$ cat config.mk
export PLATFORM = sky130hd
export DESIGN_NAME = char_stream_tokenizer_top_flat
export DESIGN_NICKNAME = d
export VERILOG_FILES = /design/src/design/cst_pkg.sv /design/src/design/cst_stream_if.sv /design/src/design/cst_front.sv /design/src/design/cst_queue.sv /design/src/design/cst_back.sv /design/src/design/char_stream_tokenizer_top.sv /design/src/flat_wrapper.sv
export SDC_FILE = /design/constraint.sdc
export NUM_CORES = 1
export LEC_CHECK = 0
export BUFFER_PORTS_ARGS = -buffer_cell sky130_fd_sc_hd__buf_2
export CAP_MARGIN = 20
export CORE_MARGIN = 4
export CORE_UTILIZATION = 32
export CTS_CLUSTER_SIZE = 12
export DETAILED_ROUTE_END_ITERATION = 10
export PLACE_DENSITY = 0.51
export RECOVER_POWER = 25
export SYNTH_ARGS = -nofsm -noshare
export SYNTH_HDL_FRONTEND = slang
export SYNTH_SLANG_ARGS = --single-unit
$ cat constraint.sdc
create_clock -name clk -period 5.3 [get_ports clk]
set_input_delay 0.265 -clock clk [delete_from_list [all_inputs] [get_ports clk]]
set_output_delay 0.265 -clock clk [all_outputs]
set_load 0.1 [all_outputs]
$ cat src/design/cst_pkg.sv
// Shared constants, character codes and transaction types for the tokeniser.
// No dependencies; every design module refers to it by scoped names.
package cst_pkg;

  localparam int unsigned NEST_LIMIT = 255;
  localparam int unsigned NEST_W     = $clog2(NEST_LIMIT + 1);

  localparam int unsigned QDEPTH = 4;
  localparam int unsigned QPTR_W = $clog2(QDEPTH);
  localparam int unsigned QCNT_W = $clog2(QDEPTH + 1);

  localparam logic [7:0] CH_LBRACK = 8'h5B;
  localparam logic [7:0] CH_RBRACK = 8'h5D;
  localparam logic [7:0] CH_BSLASH = 8'h5C;
  localparam logic [7:0] CH_NL     = 8'h0A;
  localparam logic [7:0] CH_CR     = 8'h0D;
  localparam logic [7:0] CH_TAB    = 8'h09;
  localparam logic [7:0] CH_VT     = 8'h0B;
  localparam logic [7:0] CH_FF     = 8'h0C;
  localparam logic [7:0] CH_SPACE  = 8'h20;
  localparam logic [7:0] CH_QUOTE  = 8'h22;
  localparam logic [7:0] CH_LPAREN = 8'h28;
  localparam logic [7:0] CH_RPAREN = 8'h29;
  localparam logic [7:0] CH_STAR   = 8'h2A;
  localparam logic [7:0] CH_PLUS   = 8'h2B;
  localparam logic [7:0] CH_MINUS  = 8'h2D;
  localparam logic [7:0] CH_SLASH  = 8'h2F;
  localparam logic [7:0] CH_SEMI   = 8'h3B;
  localparam logic [7:0] CH_NUL    = 8'h00;

  // one result of the output stream, without its run_last mark
  typedef struct packed {
    logic [7:0] token_byte;
    logic       byte_valid;
    logic       token_end;
  } res_t;

  // work handed from the classifier to the emitter: one or two results
  typedef struct packed {
    logic two;
    res_t first;
    res_t second;
  } job_t;

  typedef struct packed {
    logic full;
    logic empty;
  } q_status_t;

endpackage

$ cat src/design/cst_stream_if.sv
// Handshake channel interfaces for the tokeniser's input and result streams.
// Depends on nothing; carries valid, ready and the payload fields.
interface cst_in_if;
  logic       valid;
  logic       ready;
  logic [7:0] text_byte;
  logic       end_of_text;
  modport source (output valid, text_byte, end_of_text, input ready);
  modport sink   (input valid, text_byte, end_of_text, output ready);
endinterface

interface cst_out_if;
  logic       valid;
  logic       ready;
  logic [7:0] token_byte;
  logic       byte_valid;
  logic       token_end;
  logic       run_last;
  modport source (output valid, token_byte, byte_valid, token_end, run_last, input ready);
  modport sink   (input valid, token_byte, byte_valid, token_end, run_last, output ready);
endinterface

$ cat src/design/cst_front.sv
// Classifier: scanner FSM, one input transaction per cycle while the
// queue has room. Depends on cst_pkg; pushes 0 or 1 job of 1-2 results.
module cst_front (
  input  logic              clk,
  input  logic              rst_n,
  input  logic              in_valid,
  output logic              in_ready,
  input  logic [7:0]        in_text_byte,
  input  logic              in_end_of_text,
  input  cst_pkg::q_status_t q_status,
  output logic              push,
  output cst_pkg::job_t     push_job
);

  typedef enum logic [1:0] {
    MODE_START,
    MODE_WORD,
    MODE_BLOCK,
    MODE_COMMENT
  } mode_t;

  mode_t                      mode_r, mode_nxt;
  logic                       quote_r, quote_nxt;
  logic [cst_pkg::NEST_W-1:0] nest_r, nest_nxt;
  logic                       slash_r, slash_nxt;
  logic                       drop_r, drop_nxt;

  logic          accept;
  logic          is_space, is_single;
  logic          run_start;
  logic          pre_vld, main_vld;
  cst_pkg::res_t pre_res, main_res;
  logic [7:0]    b;

  assign in_ready = !q_status.full;
  assign accept   = in_valid && in_ready;
  assign b        = in_text_byte;

  assign is_space = (b == cst_pkg::CH_NL) || (b == cst_pkg::CH_CR) ||
                    (b == cst_pkg::CH_TAB) || (b == cst_pkg::CH_VT) ||
                    (b == cst_pkg::CH_SPACE) || (b == cst_pkg::CH_FF);
  assign is_single = (b == cst_pkg::CH_LPAREN) || (b == cst_pkg::CH_RPAREN) ||
                     (b == cst_pkg::CH_SEMI) || (b == cst_pkg::CH_PLUS) ||
                     (b == cst_pkg::CH_MINUS) || (b == cst_pkg::CH_STAR);

  always_comb begin
    mode_nxt  = mode_r;
    quote_nxt = quote_r;
    nest_nxt  = nest_r;
    slash_nxt = slash_r;
    drop_nxt  = drop_r;
    run_start = 1'b0;
    pre_vld   = 1'b0;
    pre_res   = '{token_byte: cst_pkg::CH_NUL, byte_valid: 1'b0, token_end: 1'b1};
    main_vld  = 1'b0;
    main_res  = '{token_byte: b, byte_valid: 1'b1, token_end: 1'b0};

    if (in_end_of_text) begin
      if (slash_r) begin
        pre_vld = 1'b1;
        pre_res = '{token_byte: cst_pkg::CH_SLASH, byte_valid: 1'b1, token_end: 1'b1};
      end else if (mode_r == MODE_WORD || mode_r == MODE_BLOCK) begin
        pre_vld = 1'b1;
      end
      mode_nxt  = MODE_START;
      quote_nxt = 1'b0;
      nest_nxt  = '0;
      slash_nxt = 1'b0;
      drop_nxt  = 1'b0;
    end else if (slash_r) begin
      slash_nxt = 1'b0;
      if (b == cst_pkg::CH_SLASH) begin
        mode_nxt = MODE_COMMENT;
      end else begin
        pre_vld   = 1'b1;
        pre_res   = '{token_byte: cst_pkg::CH_SLASH, byte_valid: 1'b1, token_end: 1'b1};
        run_start = 1'b1;
      end
    end else begin
      unique case (mode_r)
        MODE_START: begin
          run_start = 1'b1;
        end
        MODE_WORD: begin
          if (is_space) begin
            pre_vld  = 1'b1;
            mode_nxt = MODE_START;
          end else if (b == cst_pkg::CH_SLASH || is_single) begin
            pre_vld   = 1'b1;
            run_start = 1'b1;
          end else begin
            main_vld = 1'b1;
          end
        end
        MODE_BLOCK: begin
          if (quote_r) begin
            if (drop_r) begin
              drop_nxt = 1'b0;
            end else if (b == cst_pkg::CH_BSLASH) begin
              drop_nxt = 1'b1;
            end else if (b == cst_pkg::CH_QUOTE) begin
              main_vld           = 1'b1;
              main_res.token_end = 1'b1;
              mode_nxt           = MODE_START;
              quote_nxt          = 1'b0;
            end else begin
              main_vld = 1'b1;
            end
          end else if (b == cst_pkg::CH_LBRACK) begin
            // saturate at the nesting limit
            if (nest_r < cst_pkg::NEST_W'(cst_pkg::NEST_LIMIT)) begin
              nest_nxt = nest_r + 1'b1;
            end
            main_vld = 1'b1;
          end else if (b == cst_pkg::CH_RBRACK) begin
            if (nest_r != '0) begin
              nest_nxt = nest_r - 1'b1;
            end
            main_vld = 1'b1;
            if (nest_nxt == '0) begin
              main_res.token_end = 1'b1;
              mode_nxt           = MODE_START;
            end
          end else begin
            main_vld = 1'b1;
          end
        end
        MODE_COMMENT: begin
          if (b == cst_pkg::CH_NL) begin
            mode_nxt = MODE_START;
          end
        end
        default: begin
          mode_nxt = MODE_START;
        end
      endcase
    end

    // handle the byte as if between tokens
    if (run_start) begin
      mode_nxt = MODE_START;
      if (is_space) begin
        mode_nxt = MODE_START;
      end else if (b == cst_pkg::CH_QUOTE) begin
        main_vld  = 1'b1;
        mode_nxt  = MODE_BLOCK;
        quote_nxt = 1'b1;
        drop_nxt  = 1'b0;
      end else if (b == cst_pkg::CH_LBRACK) begin
        main_vld  = 1'b1;
        mode_nxt  = MODE_BLOCK;
        quote_nxt = 1'b0;
        nest_nxt  = cst_pkg::NEST_W'(1);
      end else if (b == cst_pkg::CH_SLASH) begin
        slash_nxt = 1'b1;
      end else if (is_single) begin
        main_vld           = 1'b1;
        main_res.token_end = 1'b1;
      end else begin
        main_vld = 1'b1;
        mode_nxt = MODE_WORD;
      end
    end
  end

  always_comb begin
    push_job.two    = pre_vld && main_vld;
    push_job.first  = pre_vld ? pre_res : main_res;
    push_job.second = main_res;
    push            = accept && (pre_vld || main_vld);
  end

  always_ff @(posedge clk) begin
    if (!rst_n) begin
      mode_r  <= MODE_START;
      quote_r <= 1'b0;
      nest_r  <= '0;
      slash_r <= 1'b0;
      drop_r  <= 1'b0;
    end else if (accept) begin
      mode_r  <= mode_nxt;
      quote_r <= quote_nxt;
      nest_r  <= nest_nxt;
      slash_r <= slash_nxt;
      drop_r  <= drop_nxt;
    end
  end

endmodule

$ cat src/design/cst_queue.sv
// Short job queue between classifier and emitter, first-word fall-through.
// Depends on cst_pkg for the job type and depth.
module cst_queue (
  input  logic               clk,
  input  logic               rst_n,
  input  logic               push,
  input  cst_pkg::job_t      push_job,
  input  logic               pop,
  output cst_pkg::job_t      head_job,
  output cst_pkg::q_status_t status
);

  cst_pkg::job_t              mem_r [cst_pkg::QDEPTH];
  logic [cst_pkg::QPTR_W-1:0] wr_ptr_r, wr_ptr_nxt;
  logic [cst_pkg::QPTR_W-1:0] rd_ptr_r, rd_ptr_nxt;
  logic [cst_pkg::QCNT_W-1:0] count_r, count_nxt;

  assign head_job     = mem_r[rd_ptr_r];
  assign status.full  = (count_r == cst_pkg::QCNT_W'(cst_pkg::QDEPTH));
  assign status.empty = (count_r == '0);

  always_comb begin
    wr_ptr_nxt = wr_ptr_r;
    rd_ptr_nxt = rd_ptr_r;
    count_nxt  = count_r;
    if (push) begin
      wr_ptr_nxt = (wr_ptr_r == cst_pkg::QPTR_W'(cst_pkg::QDEPTH - 1)) ? '0 : wr_ptr_r + 1'b1;
    end
    if (pop) begin
      rd_ptr_nxt = (rd_ptr_r == cst_pkg::QPTR_W'(cst_pkg::QDEPTH - 1)) ? '0 : rd_ptr_r + 1'b1;
    end
    case ({push, pop})
      2'b10:   count_nxt = count_r + 1'b1;
      2'b01:   count_nxt = count_r - 1'b1;
      default: count_nxt = count_r;
    endcase
  end

  always_ff @(posedge clk) begin
    if (push) begin
      mem_r[wr_ptr_r] <= push_job;
    end
  end

  always_ff @(posedge clk) begin
    if (!rst_n) begin
      wr_ptr_r <= '0;
      rd_ptr_r <= '0;
      count_r  <= '0;
    end else begin
      wr_ptr_r <= wr_ptr_nxt;
      rd_ptr_r <= rd_ptr_nxt;
      count_r  <= count_nxt;
    end
  end

endmodule

$ cat src/design/cst_back.sv
// Emitter: unpacks queued jobs into single results behind an output register.
// Depends on cst_pkg; marks run_last on the final result of each job.
module cst_back (
  input  logic               clk,
  input  logic               rst_n,
  input  cst_pkg::job_t      head_job,
  input  cst_pkg::q_status_t q_status,
  output logic               pop,
  output logic               out_valid,
  input  logic               out_ready,
  output cst_pkg::res_t      out_res,
  output logic               out_last
);

  logic          out_valid_r, out_valid_nxt;
  logic          sub_r, sub_nxt;
  cst_pkg::res_t res_r;
  logic          last_r;
  logic          load;
  logic          take;
  logic          last_pick;
  cst_pkg::res_t pick;

  assign load      = !out_valid_r || out_ready;
  assign take      = load && !q_status.empty;
  assign pick      = sub_r ? head_job.second : head_job.first;
  assign last_pick = sub_r || !head_job.two;
  assign pop       = take && last_pick;

  always_comb begin
    out_valid_nxt = out_valid_r;
    sub_nxt       = sub_r;
    if (load) begin
      out_valid_nxt = !q_status.empty;
    end
    if (take) begin
      sub_nxt = !last_pick;
    end
  end

  always_ff @(posedge clk) begin
    if (!rst_n) begin
      out_valid_r <= 1'b0;
      sub_r       <= 1'b0;
    end else begin
      out_valid_r <= out_valid_nxt;
      sub_r       <= sub_nxt;
    end
  end

  always_ff @(posedge clk) begin
    if (take) begin
      res_r  <= pick;
      last_r <= last_pick;
    end
  end

  assign out_valid = out_valid_r;
  assign out_res   = res_r;
  assign out_last  = last_r;

endmodule

$ cat src/design/char_stream_tokenizer_top.sv
// Tokeniser top level: the classifier writes each job into the job queue and
// the emitter then loads its results into the output register.
// Throughput: one input transaction per cycle while the job queue has room;
// the 4-entry job queue absorbs two-result items on the single output register.
// Synchronous active-low reset returns the scanner to between-token state and
// empties the queue and output register; no clearing pass is needed.
module char_stream_tokenizer_top (
  input logic          clk,
  input logic          rst_n,
  cst_in_if.sink       in_ch,
  cst_out_if.source    out_ch
);

  // classifier to queue
  logic               push;
  cst_pkg::job_t      push_job;

  // queue to emitter
  logic               pop;
  cst_pkg::job_t      head_job;
  cst_pkg::q_status_t q_status;

  cst_pkg::res_t      out_res;

  // front: scan state and classification, one transaction per cycle, queue not full
  cst_front u_front (
    .clk            (clk),
    .rst_n          (rst_n),
    .in_valid       (in_ch.valid),
    .in_ready       (in_ch.ready),
    .in_text_byte   (in_ch.text_byte),
    .in_end_of_text (in_ch.end_of_text),
    .q_status       (q_status),
    .push           (push),
    .push_job       (push_job)
  );

  // hold up to four pending jobs so either side may stall on its own
  cst_queue u_queue (
    .clk      (clk),
    .rst_n    (rst_n),
    .push     (push),
    .push_job (push_job),
    .pop      (pop),
    .head_job (head_job),
    .status   (q_status)
  );

  // back: one result per cycle into the output register, unless stalled by out_ready
  cst_back u_back (
    .clk       (clk),
    .rst_n     (rst_n),
    .head_job  (head_job),
    .q_status  (q_status),
    .pop       (pop),
    .out_valid (out_ch.valid),
    .out_ready (out_ch.ready),
    .out_res   (out_res),
    .out_last  (out_ch.run_last)
  );

  assign out_ch.token_byte = out_res.token_byte;
  assign out_ch.byte_valid = out_res.byte_valid;
  assign out_ch.token_end  = out_res.token_end;

`ifndef SYNTH
  // never write a job into a full queue
  a_no_overflow: assert property (@(posedge clk) disable iff (!rst_n)
    push |-> !q_status.full)
    else $error("job pushed into full queue");

  // never retire a job from an empty queue
  a_no_underflow: assert property (@(posedge clk) disable iff (!rst_n)
    pop |-> !q_status.empty)
    else $error("job popped from empty queue");

  // output register is empty in the cycle after reset
  a_reset_idle: assert property (@(posedge clk)
    !rst_n |=> !out_ch.valid)
    else $error("result valid straight after reset");

  // a retiring pop loads the run's last result
  a_pop_last: assert property (@(posedge clk) disable iff (!rst_n)
    pop |=> out_ch.valid && out_ch.run_last)
    else $error("job retired without last result");
`endif

endmodule
$ cat src/flat_wrapper.sv
// flat-port wrapper written by rule: the top's interface ports become plain ports
module char_stream_tokenizer_top_flat 
  (clk, rst_n, in_ch_valid, in_ch_text_byte, in_ch_end_of_text, in_ch_ready, out_ch_valid, out_ch_token_byte, out_ch_byte_valid, out_ch_token_end, out_ch_run_last, out_ch_ready);
  cst_in_if in_ch_i ();
  cst_out_if out_ch_i ();
  input logic clk;
  input logic rst_n;
  input wire logic [$bits(in_ch_i.valid)-1:0] in_ch_valid;
  input wire logic [$bits(in_ch_i.text_byte)-1:0] in_ch_text_byte;
  input wire logic [$bits(in_ch_i.end_of_text)-1:0] in_ch_end_of_text;
  output wire logic [$bits(in_ch_i.ready)-1:0] in_ch_ready;
  output wire logic [$bits(out_ch_i.valid)-1:0] out_ch_valid;
  output wire logic [$bits(out_ch_i.token_byte)-1:0] out_ch_token_byte;
  output wire logic [$bits(out_ch_i.byte_valid)-1:0] out_ch_byte_valid;
  output wire logic [$bits(out_ch_i.token_end)-1:0] out_ch_token_end;
  output wire logic [$bits(out_ch_i.run_last)-1:0] out_ch_run_last;
  input wire logic [$bits(out_ch_i.ready)-1:0] out_ch_ready;
  assign in_ch_i.valid = in_ch_valid;
  assign in_ch_i.text_byte = in_ch_text_byte;
  assign in_ch_i.end_of_text = in_ch_end_of_text;
  assign in_ch_ready = in_ch_i.ready;
  assign out_ch_valid = out_ch_i.valid;
  assign out_ch_token_byte = out_ch_i.token_byte;
  assign out_ch_byte_valid = out_ch_i.byte_valid;
  assign out_ch_token_end = out_ch_i.token_end;
  assign out_ch_run_last = out_ch_i.run_last;
  assign out_ch_i.ready = out_ch_ready;
  char_stream_tokenizer_top u_core (.clk(clk), .rst_n(rst_n), .in_ch(in_ch_i), .out_ch(out_ch_i));
endmodule
==> impl_metrics.py, run 1 <==
metrics = {
    "placed_design": {
        "dp_hpwl_mm": 8.40,
        "port_buffers": 25,
        "gp_congestion": 0.901,
    },
    "timing": {
        "rsz0062_at_grt": "no",
        "finalSetupTns_ps": 0,
        "clock_skew_ps": 6.30,
        "setup_viol": 0,
        "post-route-period-util_pct": 62.7,
        "fmax_mhz": 301,
        "finalCriticalPeriod_ps": 3320,
        "tightest_slew_ps": 1180,
        "hold_viol": 0,
        "max_slew_margin_pct": 21.4,
        "slew_viol_final": 0,
    },
    "die": {
        "start_util_pct": 32.7,
        "die_area_um2": 19900,
        "pin_count": 26,
        "die_y_um": 141,
        "coreArea_um2": 17300,
        "placementRows": 48,
        "fp.dieW_um": 141,
    },
    "clock_tree": {
        "clockRootBuffer": "clkbuf_16",
        "numCtsBuffers": 17,
        "holdBufCountCts": 0,
        "clkSinkCount": 115,
        "clk_latency_ps": 400,
        "cts_resized": 0,
        "cts_setup_buffers": 0,
        "path_clk_slew_ps": 50,
        "htreeDepth": 4,
        "tritoncts": "built",
        "cts_buffer_depth": 2,
    },
    "final_layout": {
        "register_area_um2": 3210,
        "diodes": 0,
        "layout_common_cells": "edfxtp_1 (91), nand2_1 (60), nor2_1 (24), dfxtp_1 (24), clkbuf_1 (23)",
        "layout_commonest_cell": "edfxtp_1",
        "syn2layout_area_growth_pct": 15.9,
        "drive_gt1_share_pct": 13.6,
        "fill_cells": 1664,
        "layout.nets": 522,
        "multi_input_area_um2": 2270,
    },
    "yosys": {
        "synth_edf_count": 91,
        "ys_warn_count": 0,
        "avgSynthCellArea_um2": 12.0,
        "ys_ff_latch": 115,
        "synth_area_leaders": "edfxtp_1 (48%), dfxtp_1 (8.5%), mux4_2 (8.0%)",
        "synth_ff_type": "edfxtp_1",
        "synth.distinct_cells": 67,
        "yosys.area.top_type_share_pct": 48.3,
        "syn-instance-count": 470,
        "syn_area_um2": 5660,
        "ys_async_sr_fraction_pct": 0,
        "synth_nets": 497,
        "yosysSeqAreaShare_pct": 56.8,
        "synth_top_area_cell": "edfxtp_1",
    },
    "setup_path": {
        "crit_chain": "clkbuf_1 -> nand4bb_1 -> a211oi_1 -> o22ai_1 -> a211oi_1 -> a21oi_1 -> inv_1 -> ha_1 -> inv_1 -> fa_1 -> xor2_1 -> or3_1 -> a21boi_0",
        "cp_top_family": "compound AO/OA/AOI/OAI gates",
        "worstPathMaxFanout": 15,
        "critPathLaunchType": "primary input",
        "worstSetupPathType": "primary input to flop",
        "cp-end-kind": "flop",
        "cpMaxStageDelayCell": "clkbuf_1",
        "required_ps": 5620,
        "crit_path_max_incr_delay_ps": 490,
        "crit_arrival_ps": 3650,
        "crit_buf_inv": 3,
    },
    "power": {
        "finalPower_w": 0.00320,
        "powerDensity_nw_per_um2": 488,
        "p_leak_nw": 2.17,
        "ir_drop_uv": 292,
    },
    "run": {
        "drv_cap": 0,
    },
    "detailed_routing": {
        "vias_per_cell": 5.19,
        "dr.pass1.iters": 4,
        "wl_mm": 12.6,
        "drc_errors": 0,
        "wl_per_cell_um": 17.3,
        "first_iter_violations": 256,
        "drtAntennaViolNets": 0,
        "num_vias": 3795,
    },
    "global_routing": {
        "grt_max_degree": 30,
        "antenna_found_initial": 0,
        "gr-usage-all-layers_pct": 13.2,
        "grt_remaining_overflow": 0,
        "grt_first_pass_wirelength_mm": 20.5,
        "grt_pass1_vias": 3855,
    },
    "outcome": {
        "status": "complete, no violations",
    },
    "min_path": {
        "hp-class": "primary input to flop",
    },
}
## per-layer routing
metal	part of all wire [%]	global-route usage, %
met4	1.6	5.30
met5	0	0
met3	3.0	3.63
met1	45	16.2
met2	50	22.1
## through the flow
stage          instance area (um^2)  setup slack, ps  cells  util [%]  hold slack, ps
5_1_grt                        6560             1680    731      37.9             156
6_report                       6560             1980    731      37.9             131
2_1_floorplan                  5660             2460    470         -             364
3_5_place_dp                   5990             1810    700      34.7             480
4_1_cts                        6570             1990    730      38.0             116
3_3_place_gp                   5990             1960    700      34.7             478
## registers in the layout (all words and copies together), names as in the netlist, named ones only
register                 flops
u_core.u_back.out_valid      1
u_core.u_front.nest_r        8
u_core.u_front.mode_r        2
u_core.u_front.drop_r        1
u_core.u_queue.count_r       3
u_core.u_queue.wr_ptr_r      2
u_core.u_queue.mem_r        80
u_core.u_back.sub_r          1
u_core.u_front.slash_r       1
u_core.u_back.out_last       1
u_core.u_queue.rd_ptr_r      2
u_core.u_front.quote_r       1
u_core.u_back.out_res       10
## final cells by class
cell class | count | area share, %
clock buffers | 20 | 6.66
clock inverters | 10 | 2.08
well taps | 225 | 4.29
flip-flops and latches | 115 | 49.0
repair buffers | 32 | 2.44
inverters | 16 | 0.916
multi-input cells | 313 | 34.6
## logic make-up (layout without fill, tap and decap cells)
group	Yosys count	in the layout	synth area share, %
compound gates	85	85	10.3
xor+xnor	7	7	1.08
simple gates	182	182	16.6
fa+ha+maj	14	14	3.23
buf+inv	42	78	3.12
flops	115	115	56.8
mux	25	25	8.84
## worst register-to-register path, stage by stage (launching register included)
cell and delay [ps]:
dfxtp_1 370, inv_1 90, ha_1 360, o21ai_0 160, o21ai_0 140, a31oi_1 440
a21oi_1 290, inv_1 120, ha_1 190, inv_1 60, fa_1 370, xor2_1 160
or3_1 300, a21boi_0 170
## power by group
| part | switching (W) | internal (W) | leakage [nW] | total, W |
|---|---|---|---|---|
| clock network | 0.000382 | 0.000731 | 0.273 | 0.00111 |
| registers | 0.0000498 | 0.00112 | 1.03 | 0.00117 |
| logic | 0.000674 | 0.000239 | 0.868 | 0.000913 |
| total | 0.00111 | 0.00209 | 2.17 | 0.00320 |
## cells in the mapped netlist, drive strengths merged (4+ instances only)
cell and instances:
a21boi 4, a31oi 5, o21ai 18, edfxtp 91, a21oi 18, mux2i 5, or2 4, dfxtp 24
nand2b 6, nand3 18, o211ai 5, inv 16, nor3 13, clkbuf 15, xnor2 4, and2 14
buf 11, nand2 60, o21a 5, mux4 20, and3 4, nor2 24, nor4 8, nor2b 7
ha 13
## worst paths after layout
kind / endpoint / startpoint / slack [ps] / cells after the start
hold reg to reg: u_core.u_back.out_valid / u_core.u_back.out_valid / 490 / 2
setup reg to reg: u_core.u_queue.count_r[2] / u_core.u_front.mode_r[0] / 2010 / 13
setup / recovery: u_core.u_queue.count_r[2] / in_ch_text_byte[3] / 1980 / 13
hold / removal: u_core.u_back.out_valid / out_ch_ready / 130 / 4
Power figures use the tool's default switching activity.
==> run 2: changes to the inputs <==
Settings changed: PLACE_DENSITY 0.51 to 0.53.
Clock period 5.3 ns to 2.91 ns, I/O delays scaled along.
==> run 2 against run 1 <==
Register-to-register slack lost 1800 ps. Cell count increased by 4.5%. Design area grew 5.6%. Clock power increased by 110%. Sequential power up 81%. Power increased by 95%. Worst hold slack better by 33 ps. Count of clock-buffer cells in the layout decreased by 2. First-iteration DRC count grew 11%. Critical path depth is 1 higher. Largest cell class unchanged. Largest power group is now the clock network. Highest routed layer unchanged.
==> impl_metrics.py, run 2 (synthesis results as in run 1) <==
metrics = {
    "die": {
        "fp.dieW_um": 141,
        "start_util_pct": 32.7,
        "coreArea_um2": 17300,
        "die_y_um": 141,
        "placementRows": 48,
        "die_area_um2": 19900,
        "pin_count": 26,
    },
    "global_routing": {
        "gr-usage-all-layers_pct": 14.1,
        "grt_max_degree": 30,
        "grt_first_pass_wirelength_mm": 21.9,
        "antenna_found_initial": 0,
        "grt_remaining_overflow": 0,
        "grt_pass1_vias": 4123,
    },
    "clock_tree": {
        "numCtsBuffers": 17,
        "clk_latency_ps": 410,
        "tritoncts": "built",
        "clkSinkCount": 115,
        "cts_buffer_depth": 2,
        "htreeDepth": 4,
        "path_clk_slew_ps": 60,
        "clockRootBuffer": "clkbuf_16",
    },
    "detailed_routing": {
        "wl_per_cell_um": 17.9,
        "drc_errors": 0,
        "vias_per_cell": 5.23,
        "drtAntennaViolNets": 0,
        "num_vias": 3993,
        "first_iter_violations": 285,
        "wl_mm": 13.7,
        "dr.pass1.iters": 4,
    },
    "setup_path": {
        "rr_startpoint": "u_core.u_front.mode_r[1]",
        "critPathLaunchType": "flop",
        "crit_path_max_incr_delay_ps": 370,
        "cp_common_cell": "inv_1",
        "worstSetupPathType": "flop to flop",
        "crit_buf_inv": 4,
        "worstPathMaxFanout": 4,
        "cpMaxStageDelayCell": "fa_1",
        "crit_arrival_ps": 3040,
        "required_ps": 3240,
        "startpoint": "u_core.u_front.mode_r[1]",
        "crit_chain": "inv_1 -> ha_1 -> inv_1 -> nor2_1 -> and3_1 -> a211oi_4 -> a21oi_2 -> inv_1 -> ha_1 -> inv_1 -> fa_1 -> xor2_1 -> or3_1 -> a21boi_1",
        "cp_top_family": "adder cells",
        "cp-end-kind": "flop",
    },
    "timing": {
        "fmax_mhz": 370,
        "post-route-period-util_pct": 92.8,
        "setup_viol": 0,
        "setup_ws_ps": 208,
        "hold_ws_ps": 164,
        "hold_viol": 0,
        "rsz0062_at_grt": "no",
        "slew_viol_final": 0,
        "max_slew_margin_pct": 20.3,
        "finalCriticalPeriod_ps": 2700,
        "clock_skew_ps": 7.46,
        "tightest_slew_ps": 1200,
    },
    "final_layout": {
        "largest_register_ffs": 80,
        "layout_commonest_cell": "edfxtp_1",
        "utilization_pct": 40.0,
        "diodes": 0,
        "layout_common_cells": "edfxtp_1 (91), nand2_1 (60), clkbuf_1 (28)",
        "instances_no_fill": 764,
        "drive_gt1_share_pct": 18.9,
        "syn2layout_area_growth_pct": 22.4,
        "layout.nets": 553,
        "regMostFlops": "u_core.u_queue.mem_r",
    },
    "power": {
        "powerDensity_nw_per_um2": 901,
        "p_leak_nw": 2.35,
        "ir_drop_uv": 655,
    },
    "min_path": {
        "hp-class": "primary input to flop",
        "min_from": "in_ch_text_byte[0]",
    },
    "placed_design": {
        "dp_hpwl_mm": 9.16,
        "place_inst": 730,
        "place_ws_ps": -103,
        "port_buffers": 25,
        "gp_congestion": 0.897,
    },
    "outcome": {
        "status": "complete, no violations",
    },
    "run": {
        "drv_cap": 0,
    },
}
==> run 2: metal layers <==
layer | global-route usage, % | vias up | share of wire (%)
met1 | 17.8 | 1967 | 45
met3 | 3.09 | 19 | 4.1
met4 | 5.71 | 0 | 1.8
li1 | - | 1896 | -
met2 | 23.7 | 111 | 49
met5 | 0 | - | 0
==> run 2: per-stage QoR <==
stage                     setup TNS [ps]  area [um^2]  total power, W
after floorplan                        0         5660         0.00354
after global placement             -36.7         6260         0.00393
after detailed placement            -103         6260         0.00396
after CTS                              0         6940         0.00632
after global routing                   0         6920         0.00650
final                                  0         6920         0.00624
==> run 2: area by class of cell <==
cell class                 instances  area [um^2]
fill                            1684        10400
sequential                       115         3220
multi-input combinational        313         2300
clock buffer                      18          429
timing repair buffer              63          399
tap                              225          282
clock inverter                    14          234
inverter                          16         60.1
==> run 2: worst paths after layout <==
path	endpoint	cells past startpoint	slack, ps
setup / recovery	u_core.u_queue.count_r[2]	14	210
hold / removal	u_core.u_queue.mem_r[1][1]	1	160
setup reg to reg	u_core.u_queue.count_r[2]	14	210
hold reg to reg	u_core.u_back.out_valid	2	480
==> run 2: power by group <==
part           total (W)  switching, W  leakage, nW  internal (W)
logic            0.00177       0.00128         1.01      0.000488
clock network    0.00236      0.000753        0.314       0.00160
registers        0.00212     0.0000724         1.03       0.00204
total            0.00624       0.00211         2.35       0.00413
==> run 2: worst reg2reg max path: stages, from the launching register on <==
cell	delay (ps)
dfxtp_2	350
inv_1	80
ha_1	220
inv_1	100
nor2_1	60
and3_1	200
a211oi_4	250
a21oi_2	110
inv_1	70
ha_1	170
inv_1	60
fa_1	370
xor2_1	160
or3_1	310
a21boi_1	150
==> run 2: timing repair <==
item	4_1_cts	5_1_grt
endpoints found under the setup margin	1	2
resized for setup	2	8
setup buffers	0	1
pin swaps	0	1
hold endpoints to repair	1	0
hold buffers	1	0
==> run 3: changes to the inputs <==
--- a/config.mk
+++ b/config.mk
@@ -6,5 +6,5 @@
 export NUM_CORES = 1
 export LEC_CHECK = 0
-export BUFFER_PORTS_ARGS = -buffer_cell sky130_fd_sc_hd__buf_2
+export BUFFER_PORTS_ARGS = -buffer_cell sky130_fd_sc_hd__clkbuf_2
 export CAP_MARGIN = 20
 export CORE_MARGIN = 4
@@ -14,4 +14,5 @@
 export PLACE_DENSITY = 0.53
 export RECOVER_POWER = 25
+export SKIP_CTS_REPAIR_TIMING = 1
 export SYNTH_ARGS = -nofsm -noshare
 export SYNTH_HDL_FRONTEND = slang
==> constraint.sdc (replaced) <==
create_clock -name clk -period 2.91 [get_ports clk]
set_input_delay 0.1455 -clock clk [delete_from_list [all_inputs] [get_ports clk]]
set_output_delay 0.1455 -clock clk [all_outputs]
set_load 0.05 [all_outputs]
==> run 3 against run 2 <==
Utilization down 0.90 points. Setup slack got worse by 11 ps. Worst hold slack worse by 140 ps. Count of clock-buffer cells in the layout rose by 5. Sequential share of layout area increased by 1.1 points. Fmax decreased by 0.39%. Global-route usage up 0.41 points. Non-clock buffer count grew 4. Critical path type unchanged.
==> impl_metrics.py, run 3 (synthesis results as in run 1) <==
metrics = {
    "timing": {
        "setup_viol": 0,
        "post-route-period-util_pct": 93.2,
        "fmax_mhz": 369,
        "tightest_slew_ps": 617,
        "rsz0062_at_grt": "no",
        "clock_skew_ps": 8.95,
        "slew_viol_final": 0,
        "max_slew_margin_pct": 59.1,
        "hold_viol": 0,
        "finalCriticalPeriod_ps": 2710,
        "hold_ws_ps": 21.0,
    },
    "final_layout": {
        "diodes": 0,
        "regMostFlops": "u_core.u_queue.mem_r",
        "drive_gt1_share_pct": 17.7,
        "design_area_um2": 6770,
        "fill_cells": 1699,
        "layout_common_cells": "edfxtp_1 (91), nand2_1 (60), clkbuf_1 (34), buf_4 (34), nor2_1 (24)",
        "layout_commonest_cell": "edfxtp_1",
        "largest_register_ffs": 80,
        "syn2layout_area_growth_pct": 19.6,
        "layout.nets": 557,
    },
    "outcome": {
        "status": "complete, no violations",
    },
    "die": {
        "fp.dieW_um": 141,
        "coreArea_um2": 17300,
        "die_y_um": 141,
        "start_util_pct": 32.7,
        "placementRows": 48,
        "pin_count": 26,
        "die_area_um2": 19900,
    },
    "clock_tree": {
        "htreeDepth": 4,
        "path_clk_slew_ps": 50,
        "tritoncts": "built",
        "clk_latency_ps": 400,
        "numCtsBuffers": 17,
        "clkSinkCount": 115,
        "cts_buffer_depth": 2,
        "clockRootBuffer": "clkbuf_16",
    },
    "setup_path": {
        "worstPathMaxFanout": 4,
        "crit_buf_inv": 5,
        "cp-end-kind": "flop",
        "required_ps": 3240,
        "worstSetupPathType": "flop to flop",
        "crit_chain": "inv_1 -> ha_1 -> inv_1 -> nor2_1 -> and3_1 -> a211oi_1 -> buf_4 -> a21oi_2 -> inv_1 -> ha_1 -> inv_1 -> fa_1 -> xor2_1 -> or3_1 -> a21boi_1",
        "cpMaxStageDelayCell": "fa_1",
        "crit_arrival_ps": 3050,
        "critPathLaunchType": "flop",
        "rrSetupSlack_ps": 200,
        "cp_top_family": "adder cells",
        "crit_path_max_incr_delay_ps": 370,
        "cp_common_cell": "inv_1",
        "r2r_cells": 15,
        "critical_path_depth": 15,
    },
    "global_routing": {
        "gr-usage-all-layers_pct": 14.5,
        "grt_first_pass_wirelength_mm": 22.2,
        "grt_remaining_overflow": 0,
        "grt_max_degree": 30,
        "grt_pass1_vias": 4154,
        "antenna_found_initial": 0,
    },
    "detailed_routing": {
        "drc_errors": 0,
        "num_vias": 3983,
        "vias_per_cell": 5.19,
        "dr.pass1.iters": 4,
        "first_iter_violations": 253,
        "wl_per_cell_um": 17.9,
        "drtAntennaViolNets": 0,
        "wl_mm": 13.7,
    },
    "power": {
        "powerDensity_nw_per_um2": 801,
        "ir_drop_uv": 460,
        "finalPower_w": 0.00542,
        "p_leak_nw": 2.30,
    },
    "placed_design": {
        "gp_congestion": 0.906,
        "place_area_um2": 6260,
        "dp_hpwl_mm": 9.34,
        "port_buffers": 25,
    },
    "min_path": {
        "hp-class": "primary input to flop",
        "worstHoldPathCells": 4,
    },
    "run": {
        "drv_cap": 0,
    },
}
run 3: cell count changes in the layout (fill, tap and decap cells not counted), moves of 2 or more:
cell,previous run,this run
clkinv_1,1,3
clkbuf_1,28,34
clkbuf_2,0,5
bufinv_16,6,2
buf_4,27,34
buf_12,3,0
clkinvlp_4,3,0
buf_2,5,0
run 3: path summary, 6_finish.rpt:
path	from	end
max	u_core.u_front.mode_r[1]	u_core.u_queue.count_r[2]
min	out_ch_ready	u_core.u_back.out_valid
max reg2reg	u_core.u_front.mode_r[1]	u_core.u_queue.count_r[2]
min reg2reg	u_core.u_front.mode_r[0]	u_core.u_front.mode_r[0]
run 3: layout make-up:
type	count	area, um^2	share of cell area, %
Inverter	16	60.1	0.887
Clock buffer	23	448	6.62
Clock inverter	8	86.3	1.28
Multi-Input combinational cell	313	2290	33.9
Timing Repair Buffer	67	385	5.69
Tap cell	225	282	4.16
Sequential cell	115	3210	47.5
run 3: metrics by stage:
stage | setup TNS, ps | cells | worst slack [ps] | util, %
after floorplan | 0 | 470 | 138 | -
after detailed placement | -33.0 | 735 | -33.0 | 36.2
after global placement | 0 | 735 | 103 | 36.2
after global routing | 0 | 767 | 31.5 | 39.1
final | 0 | 767 | 198 | 39.1
after CTS | -51.5 | 766 | -51.5 | 39.3
run 3: per-layer routing:
layer | share of wire [%] | vias up | track usage [%] | wire length, um
met2 | 49 | 101 | 24.7 | 6740
met5 | 0 | - | 0 | 0
met3 | 4.8 | 25 | 3.97 | 653
met1 | 44 | 1948 | 17.7 | 5990
met4 | 2.3 | 0 | 5.61 | 311
li1 | - | 1909 | - | -
run 3: worst reg2reg max path: cells and delay by family (launching register included):
kind            cells  cell delay, ps
flops               1             320
compound gates      3             400
simple gates        3             550
buf+inv             5             460
xor+xnor            1             160
fa+ha+maj           3             770
run 3: where the power goes:
group	internal, W	total [W]	switching, W
combinational	0.000478	0.00141	0.000935
clock	0.00124	0.00189	0.000657
sequential	0.00205	0.00211	0.0000678
